<file path="config.mk">
export PLATFORM = sky130hd
export DESIGN_NAME = ivt_cell
export DESIGN_NICKNAME = d
export VERILOG_FILES = /design/src/rtl/core/ivt_pkg.sv /design/src/rtl/core/ivt_cell.sv
export SDC_FILE = /design/constraint.sdc
export NUM_CORES = 1
export LEC_CHECK = 0
export BUFFER_PORTS_ARGS = -buffer_cell sky130_fd_sc_hd__buf_2
export CAP_MARGIN = 20
export CORE_AREA = 2 2 193 195
export DETAILED_ROUTE_END_ITERATION = 10
export DIE_AREA = 0 0 195 197
export GPL_TIMING_DRIVEN = 0
export SYNTH_ARGS = -nofsm -noshare
export SYNTH_HDL_FRONTEND = slang
export SYNTH_SLANG_ARGS = --single-unit
</file>
<file path="constraint.sdc">
create_clock -name clk -period 7.99 [get_ports clk]
set_input_delay 0 -clock clk [delete_from_list [all_inputs] [get_ports clk]]
set_output_delay 0 -clock clk [all_outputs]
set_load 0.02 [all_outputs]
</file>
<file path="src/rtl/core/ivt_pkg.sv">
// ----------------------------------------------------------------------------
// ivt_pkg: shared types and constants of the interval value table
// Command codes, status codes and default sizes.
// ----------------------------------------------------------------------------
package ivt_pkg;

  localparam int unsigned DEF_MAX_ENTRIES = 64;
  localparam int unsigned DEF_POS_WIDTH   = 32;
  localparam int unsigned DEF_VALUE_WIDTH = 32;

  typedef enum logic [2:0] {
    CMD_SET    = 3'd0,
    CMD_CLEAR  = 3'd1,
    CMD_INSERT = 3'd2,
    CMD_ERASE  = 3'd3,
    CMD_FIND   = 3'd4
  } cmd_t;

  typedef enum logic [1:0] {
    ST_OK   = 2'd0,
    ST_FULL = 2'd1,
    ST_SAT  = 2'd2
  } status_t;

  typedef enum logic [3:0] {
    S_IDLE  = 4'b0001,
    S_SCAN  = 4'b0010,
    S_WRITE = 4'b0100,
    S_RESP  = 4'b1000
  } state_t;

endpackage

</file>
<file path="src/rtl/core/ivt_cell.sv">
// ----------------------------------------------------------------------------
// ivt_cell: one entry of the table chain
// Takes its right neighbor's entry on a pop, or one of the emitted entries
// when it sits at the current tail.
// ----------------------------------------------------------------------------
module ivt_cell
  import ivt_pkg::*;
#(
  parameter int unsigned IDX = 0,
  parameter int unsigned CW  = 7,
  parameter int unsigned PW  = DEF_POS_WIDTH,
  parameter int unsigned VW  = DEF_VALUE_WIDTH
) (
  input  logic          clk,
  input  logic          pop,
  input  logic [CW-1:0] base,
  input  logic [1:0]    nemit,
  input  logic [PW-1:0] em_s [3],
  input  logic [PW-1:0] em_l [3],
  input  logic [VW-1:0] em_v [3],
  input  logic [PW-1:0] nb_s,
  input  logic [PW-1:0] nb_l,
  input  logic [VW-1:0] nb_v,
  output logic [PW-1:0] ent_s,
  output logic [PW-1:0] ent_l,
  output logic [VW-1:0] ent_v
);

  logic [PW-1:0] s_r, l_r;
  logic [VW-1:0] v_r;
  logic [CW:0]   d;

  assign d = (CW+1)'(IDX) - {1'b0, base};

  always_ff @(posedge clk) begin
    if (d < {{(CW-1){1'b0}}, nemit}) begin
      s_r <= em_s[d[1:0]];
      l_r <= em_l[d[1:0]];
      v_r <= em_v[d[1:0]];
    end else if (pop) begin
      s_r <= nb_s;
      l_r <= nb_l;
      v_r <= nb_v;
    end
  end

  assign ent_s = s_r;
  assign ent_l = l_r;
  assign ent_v = v_r;

endmodule

</file>
==> results.cfg, run 1 <==
[status]
outcome = finished, final reports clean

[routing]
first_iter_violations = 97
ant_nets = 0
routed-via-count = 4648
via_per_inst = 3.58
dr.pass1.iters = 4
routed_wirelength_um = 20200
drc = 0
wl_per_cell_um = 15.5

[yosys]
synthesis.area_um2 = 5410
synth.top_cells.by_count = 163 x mux2_2, 96 x edfxtp_1, 29 x mux2_4
synth-edff-count = 96
yosysTopAreaCellShare_pct = 53.3
synth_flop_cell = edfxtp_1
yosys-top-cells-area = edfxtp_1 53%, mux2_2 34%, mux2_4 8.0%
synth-seq-area-share_pct = 53.3
avgSynthCellArea_um2 = 16.9
synth_cell_types = 14
synth_most_common_cell = mux2_2
ys_async_sr_fraction_pct = 0
yosysWarningCount = 0
syn_nets = 718
ys_seq_elements = 96
yosys.area.top_type = edfxtp_1
synth_cells = 321

[global_route]
grt.busiest_layer = met2
antenna_found_initial = 2
grt_use_met2_pct = 19.6
grt_pass1_wl_um = 28500
grt-ovfl-total = 0
grt_pass1_vias = 4912
grt_util_met3_pct = 3.13
grt_use_total_pct = 10.3
use_met1_pct = 10.1
grt_max_degree = 51

[job]
maxCapViolations = 0

[sta]
rsz0062_at_grt = no
period_share_pct = 33.1
setup_violations = 0
period_needed_ps = 2650
tightest_slew_ps = 755
slew_headroom_pct = 49.7
slew_viol_final = 0
hold_viol_final = 0
tns_ps = 0
max_freq_mhz = 378
setup_ws_ps = 5340

[floorplan]
initial_core_util_pct = 14.9
ios = 491
rows = 70
chipWidth_um = 195
die_y_um = 197
core_area_um2 = 36300
dieArea_um2 = 38400

[setup_path]
cp-end-kind = flop
cp_max_fo = 50
crit_required_ps = 8030
path_class = input pin to flop
cp_slowest_cell = or2_4
critPathBufInv = 6
crit_chain = buf_2 > inv_1 > ha_1 > ha_1 > nor4_1 > o2111a_1 > buf_4 > buf_12 > buf_12 > or2_4 > buf_16
max_stage_delay_ps = 600
cp_top_family = buffers and inverters
worstPathArrival_ps = 2690
start_kind = input pin

[layout]
area_delta_synth_final_pct = 71.0
n_fill_cell = 3821
nNetsFinal = 1221
diodes = 0
drive_gt1_share_pct = 74.5

[clock_tree]
post_cts_buffers = 0
clock_sinks = 96
root_buffer = clkbuf_16
post_cts_resized = 0
cts.reportedPaths.clkPinSlew_ps = 70
clock_path_buffers = 2
cts-buffers-inserted = 9
htree_num_levels = 3
cts_tree = done

[worst_hold_path]
hp-class = input pin to flop

[power_and_ir_drop]
p_leak_nw = 4.01
power_frac_comb_pct = 24.8
p_clk_share_pct = 31.7
internal_power_mw = 1.03
vdd_drop_max_uv = 102
sequentialPowerShare_pct = 43.5
power_switching_mw = 0.371
switching_share_pct = 26.6
power.total_mw = 1.40
power_density_nw_per_um2 = 151

[placement]
dpl_worst_slack_ps = 4850
port_buffers = 394
hpwl_um = 15300
gp_congestion = 0.821
metrics by stage:
stage                     util (%)  instances  hold WS [ps]  area, µm²
after floorplan                  -        321           218       5410
after CTS                     25.5       1296          19.1       9240
after detailed placement      22.1       1184           304       8000
after global placement        22.0       1183           301       7970
final                         25.5       1297          53.9       9250
after global routing          25.5       1297          38.0       9250
cells in the final DEF, fill, tap and decap left out, types with 4 or more instances in the layout:
cell type	count
buf_12	4
edfxtp_1	96
mux2_2	163
dlygate4sd3_1	96
buf_4	7
buf_2	400
mux2_4	29
clkbuf_1	7
clkbuf_16	9
inv_1	4
per-layer routing:
layer  vias up  part of all wire [%]
li1       2252                     -
met1      2119                    37
met2       246                    53
met3        27                   7.6
met4         4                   2.6
met5         -                  0.11
path summary, 6_finish.rpt:
| check | end | start | depth (start not counted) | slack (ps) |
|---|---|---|---|---|
| worst max-delay path | ent_l[4] | base[0] | 11 | 5340 |
| worst min-delay path | ent_v[12] | em_v[76] | 3 | 50 |
power by group through the flow:
stage | Clock [mW] | Combinational [mW] | Sequential (mW)
3_3_place_gp | 0 | 0.306 | 0.620
2_1_floorplan | 0 | 0.111 | 0.674
3_5_place_dp | 0 | 0.312 | 0.619
4_1_cts | 0.464 | 0.349 | 0.608
6_report | 0.443 | 0.346 | 0.608
5_1_grt | 0.480 | 0.371 | 0.611
cell families (layout without fill, tap and decap cells):
logic type | after synthesis | after routing | synth area share, %
AND/OR/NAND/NOR | 4 | 4 | 0.440
adder cells (fa/ha/maj) | 2 | 2 | 0.462
multiplexers | 192 | 192 | 42.0
buffers and inverters | 26 | 534 | 3.63
AO/OA/AOI/OAI | 1 | 1 | 0.208
flip-flops | 96 | 96 | 53.3
sequential cells by signal, indices dropped and copies added, names as in the netlist:
signal,flops
ent_l,32
ent_s,32
ent_v,32
what timing repair did:
action,in CTS,in global routing
hold buffers,96,0
endpoints found under the setup margin,0,0
endpoints found under the hold margin,96,0
tightest hold or removal path: stages:
cell	delay, ps
buf_2	70
mux2_2	120
mux2_2	130
final cells by class:
cell class / instances / area, µm² / area share, %
timing repair buffer: 492 / 2980 / 32.2
multi-input combinational: 199 / 2330 / 25.2
sequential: 96 / 2880 / 31.2
clock buffer: 11 / 233 / 2.51
buffer: 22 / 181 / 1.96
tap: 468 / 586 / 6.33
inverter: 4 / 15.0 / 0.162
clock inverter: 5 / 47.5 / 0.514
No activity file was read; power rests on OpenSTA's default activity.
==> run 2, diff against run 1 <==
Settings changed: CORE_AREA 2 2 193 195 to 2 2 189 191, DIE_AREA 0 0 195 197 to 0 0 191 193.
Clock period 7.99 ns to 2.3 ns, I/O delays scaled along.
==> run 2 against run 1 <==
  * Worst setup slack worse by 5100 ps
  * Utilization is 1.1 points higher
  * Routed wire length is 0.35% lower
  * Sequential power grew to 3.5 times the previous value
  * Hold slack better by 2.4 ps
  * Global-route usage is 0.17 points higher
  * Total power grew to 3.5 times the previous value
  * Critical path depth is 4 lower
  * Cell count is 0.23% lower
  * Sequential share of layout area is 0.14 points lower
  * Clock power grew to 3.4 times the previous value
  * Flip-flop and latch count stayed put
==> results.cfg, run 2 (synthesis gave the netlist of run 1 again) <==
[status]
outcome = finished, final reports clean

[worst_hold_path]
hold_end = ent_v[24]
holdPathStages = 3
min_from = em_v[24]
hp-class = input pin to flop

[setup_path]
cp.depth = 7
critPathBufInv = 4
cp-end-kind = flop
crit_required_ps = 2410
start_kind = input pin
cp_slowest_cell = clkbuf_1
cp_top_family = buffers and inverters
crit_chain = buf_2 > inv_12 > ha_4 > buf_2 > clkbuf_1 > mux2_2 > mux2_2
worstPathArrival_ps = 2200
cp_max_fo = 10
max_stage_delay_ps = 770
path_class = input pin to flop

[routing]
dr.pass1.iters = 4
drc = 0
routed_wirelength_um = 20100
routed-via-count = 4665
ant_nets = 0
via_per_inst = 3.61
wl_per_cell_um = 15.5
first_iter_violations = 123

[layout]
nNetsFinal = 1223
layout_commonest_cell = buf_2
drive_gt1_share_pct = 75.1
fin_util_pct = 26.6
fin_cells = 1294
n_fill_cell = 3663
area_delta_synth_final_pct = 71.8
final_cell_mix = 400 x buf_2, 163 x mux2_2, 96 x edfxtp_1, 96 x dlygate4sd3_1, 29 x mux2_4

[clock_tree]
cts.reportedPaths.clkPinSlew_ps = 70
root_buffer = clkbuf_16
clock_sinks = 96
post_cts_resized = 0
clock_path_buffers = 2
htree_num_levels = 3
cts_tree = done
cts-buffers-inserted = 9

[floorplan]
core_area_um2 = 35000
die_y_um = 193
dieArea_um2 = 36900
initial_core_util_pct = 15.5
ios = 491
chipWidth_um = 191
rows = 69

[sta]
slew_headroom_pct = 33.5
tightest_slew_ps = 998
slew_viol_final = 0
max_freq_mhz = 478
hold_viol_final = 0
whs_ps = 56.4
setup_violations = 0
period_needed_ps = 2090
period_share_pct = 90.9
rsz0062_at_grt = no
tns_ps = 0

[global_route]
grt-ovfl-total = 0
grt_use_total_pct = 10.4
grt_max_degree = 53
antenna_found_initial = 3
grt_pass1_vias = 4927
grt_pass1_wl_um = 27700

[power_and_ir_drop]
power_frac_comb_pct = 24.9
p_leak_nw = 4.01
power_switching_mw = 1.26
power.total_mw = 4.82
sequentialPowerShare_pct = 43.8
switching_share_pct = 26.1
p_clk_share_pct = 31.3
power_density_nw_per_um2 = 519
vdd_drop_max_uv = 354
internal_power_mw = 3.57

[placement]
dp_cells = 1177
gp_congestion = 0.804
hpwl_um = 15000
port_buffers = 394

[job]
maxCapViolations = 0
-- run 2: stage by stage --
stage                     setup WS, ps  area [µm²]
final                              209        9300
after global routing              76.8        9300
after CTS                         67.0        9280
after detailed placement          -655        8030
after global placement            -888        8000
after floorplan                 -0.390        5450
-- run 2: timing repair --
item                                   in CTS  in global routing
cloned                                      2                  0
setup endpoints to repair                  52                  9
pin swaps                                   1                  1
hold buffers                               96                  0
setup buffers                               0                  1
endpoints found under the hold margin      96                  0
-- run 2: worst min-delay path: stages --
cell,delay [ps]
buf_2,70
mux2_2,120
mux2_2,130
-- run 2: per-layer routing --
metal | GRT usage [%] | share of wire, % | wire (µm) | vias to the layer above
met2 | 20.3 | 55 | 11000 | 222
met4 | 3.34 | 1.3 | 253 | 2
met3 | 3.35 | 7.5 | 1520 | 12
met1 | 10.5 | 36 | 7310 | 2165
li1 | - | - | - | 2264
met5 | 0 | 0.040 | 8 | -
-- run 2: area by class of cell --
| cell class | instances | area, µm² | share of cell area (%) |
|---|---|---|---|
| Timing Repair Buffer | 492 | 2970 | 31.9 |
| Sequential cell | 96 | 2880 | 31.0 |
| Multi-Input combinational cell | 201 | 2370 | 25.5 |
| Tap cell | 461 | 577 | 6.20 |
| Clock buffer | 11 | 233 | 2.50 |
| Buffer | 22 | 185 | 1.99 |
| Clock inverter | 5 | 47.5 | 0.511 |
| Inverter | 4 | 27.5 | 0.296 |
| Antenna cell | 2 | 5.00 | 0.0538 |
-- run 2: how the worst max path moves through the flow --
stage                           end  slack, ps    start
final                      ent_v[3]        210  base[1]
after global placement    ent_l[20]       -890  base[1]
after CTS                 ent_l[21]         70  base[1]
after floorplan            ent_l[0]       -0.4  base[1]
after detailed placement  ent_l[20]       -660  base[1]
after global routing       ent_s[3]         80  base[1]
-- run 2: power by group through the flow --
stage / clock (mW) / sequential (mW) / combinational (mW)
after global routing: 1.66 / 2.12 / 1.30
after detailed placement: 0 / 2.15 / 1.08
after CTS: 1.61 / 2.11 / 1.22
final: 1.51 / 2.11 / 1.20
after floorplan: 0 / 2.34 / 0.391
after global placement: 0 / 2.15 / 1.06
==> run 3, diff against run 2 <==
Settings changed: ABC_AREA set to 1, CORE_AREA 2 2 189 191 to 2 2 191 193, DIE_AREA 0 0 191 193 to 0 0 193 195.
==> run 3 against run 2 <==
  * Synthesized cell count grew to 3.6 times the previous value
  * Global-route usage grew 7.0 points
  * Sequential share of layout area shrank 6.4 points
  * Count of clock-buffer cells in the layout shrank 1
  * Die area grew 2.1%
  * Maximum frequency shrank 3.0%
  * Non-clock buffer count grew 160
  * Routed wire length grew 70%
  * Utilization grew 6.5 points
  * First-iteration DRC count grew to 3.2 times the previous value
  * Worst setup slack lost 64 ps
  * Critical endpoint is now ent_s[16]
  * Largest cell class unchanged
  * Largest power group unchanged
==> results.cfg, run 3 <==
[placement]
dpl_worst_slack_ps = -1110
dp_cells = 2096
place_area_um2 = 10200
hpwl_um = 25700
port_buffers = 489
gp_congestion = 0.922

[clock_tree]
clock_sinks = 96
cts.reportedPaths.clkPinSlew_ps = 70
htree_num_levels = 3
clock_path_buffers = 2
root_buffer = clkbuf_16
cts_tree = done
cts-buffers-inserted = 9

[routing]
drc = 0
routed_wirelength_um = 34100
first_iter_violations = 391
ant_nets = 0
dr.pass1.iters = 5
via_per_inst = 4.18
wl_per_cell_um = 15.3
routed-via-count = 9326

[yosys]
yosys-top-cells-area = edfxtp_1 40%, nand2_1 30%, nand3_1 13%
ys_async_sr_fraction_pct = 0
synth_cells = 1146
synth_cell_types = 15
yosysTopAreaCellShare_pct = 40.4
avgSynthCellArea_um2 = 6.23
synth-seq-area-share_pct = 40.4
synth-edff-count = 96
synth_most_common_cell = nand2_1
synthesis.area_um2 = 7140
yosys.area.top_type = edfxtp_1
synth_flop_cell = edfxtp_1
synth.top_cells.by_count = 580 x nand2_1, 196 x inv_1, 192 x nand3_1
syn_nets = 1543
ys_seq_elements = 96
yosysWarningCount = 0

[floorplan]
initial_core_util_pct = 20.2
dieArea_um2 = 37600
chipWidth_um = 193
rows = 69
die_y_um = 195
core_area_um2 = 35400
ios = 491

[layout]
design_area_um2 = 11700
n_fill_cell = 3855
multiInputGateArea_um2 = 3320
area_delta_synth_final_pct = 64.0
fin_cells = 2231
regArea_um2 = 2880
nNetsFinal = 2160
layout_commonest_cell = nand2_1
final_cell_mix = 579 x nand2_1, 512 x buf_2, 196 x inv_1, 192 x nand3_1, 112 x dlygate4sd3_1
drive_gt1_share_pct = 30.8
fin_util_pct = 33.1

[sta]
setup_violations = 0
slew_viol_final = 0
max_freq_mhz = 464
period_share_pct = 93.7
hold_viol_final = 0
whs_ps = 24.0
setup_ws_ps = 145
rsz0062_at_grt = no
tns_ps = 0
slew_headroom_pct = 44.7
tightest_slew_ps = 830
period_needed_ps = 2160

[power_and_ir_drop]
p_leak_nw = 6.79
power_density_nw_per_um2 = 446
power.total_mw = 5.22
vdd_drop_max_uv = 351

[setup_path]
critPathBufInv = 5
cp_slowest_cell = ha_1
path_class = input pin to flop
max_stage_delay_ps = 270
cp_top_family = buffers and inverters
cp.depth = 12
cp_common_cell = buf_6
crit_chain = buf_6 > inv_4 > clkbuf_8 > ha_4 > ha_1 > nand2_1 > nand2_1 > nor2_4 > nand2_4 > buf_6 > buf_6 > nand2_8
worstPathArrival_ps = 2200
cp-end-kind = flop
cp_max_fo = 24
start_kind = input pin
crit_required_ps = 2350

[global_route]
grt_pass1_vias = 9249
grt_max_degree = 25
grt_use_total_pct = 17.5
grt_pass1_wl_um = 49100
grt-ovfl-total = 0
antenna_found_initial = 4

[worst_hold_path]
hp-class = input pin to flop
holdPathStages = 5

[job]
maxCapViolations = 0

[status]
outcome = finished, final reports clean
==> run 3: cell types whose count changed after synthesis, sizes merged, moves of 5 or more <==
cell and delta:
nand3 +192, mux2 -192, nor2 +5, nand2 +581, clkbuf +24, inv +194, buf +25
==> run 3: layout make-up <==
class | instances | area share, %
buffer | 71 | 2.83
sequential | 96 | 24.6
inverter | 198 | 6.37
timing repair buffer | 603 | 30.6
tap | 461 | 4.92
clock buffer | 10 | 1.95
multi-input combinational | 784 | 28.3
clock inverter | 6 | 0.384
antenna | 2 | 0.0427
==> run 3: final timing paths <==
| path | startpoint | to | slack, ps |
|---|---|---|---|
| setup / recovery | base[0] | ent_s[16] | 140 |
| hold / removal | em_v[16] | ent_v[16] | 20 |
==> run 3: what timing repair did <==
| action | in CTS | in global routing |
|---|---|---|
| hold endpoints to repair | 96 | 0 |
| hold buffers | 112 | 0 |
| setup endpoints to repair | 141 | 0 |
| buffers inserted | 2 | 0 |
| gates resized for setup | 6 | 0 |
==> run 3: power breakdown <==
group          internal, mW  total [mW]  switching, mW
clock network         0.739        1.48          0.744
logic                 0.695        1.62          0.926
registers              2.08        2.12         0.0367
==> run 3: cell families after synthesis <==
| logic type | Yosys count | share of synthesized area [%] |
|---|---|---|
| flip-flops | 96 | 40.4 |
| AND/OR/NAND/NOR | 779 | 44.6 |
| adder cells (fa/ha/maj) | 2 | 0.350 |
| buffers and inverters | 269 | 14.7 |
==> run 3: routing by layer <==
metal | vias to the layer above | wire length (µm) | GRT usage [%]
li1 | 4716 | - | -
met1 | 4117 | 13200 | 18.7
met2 | 424 | 16900 | 31.6
met3 | 67 | 2730 | 4.73
met4 | 2 | 1320 | 8.22
met5 | - | 18 | 0
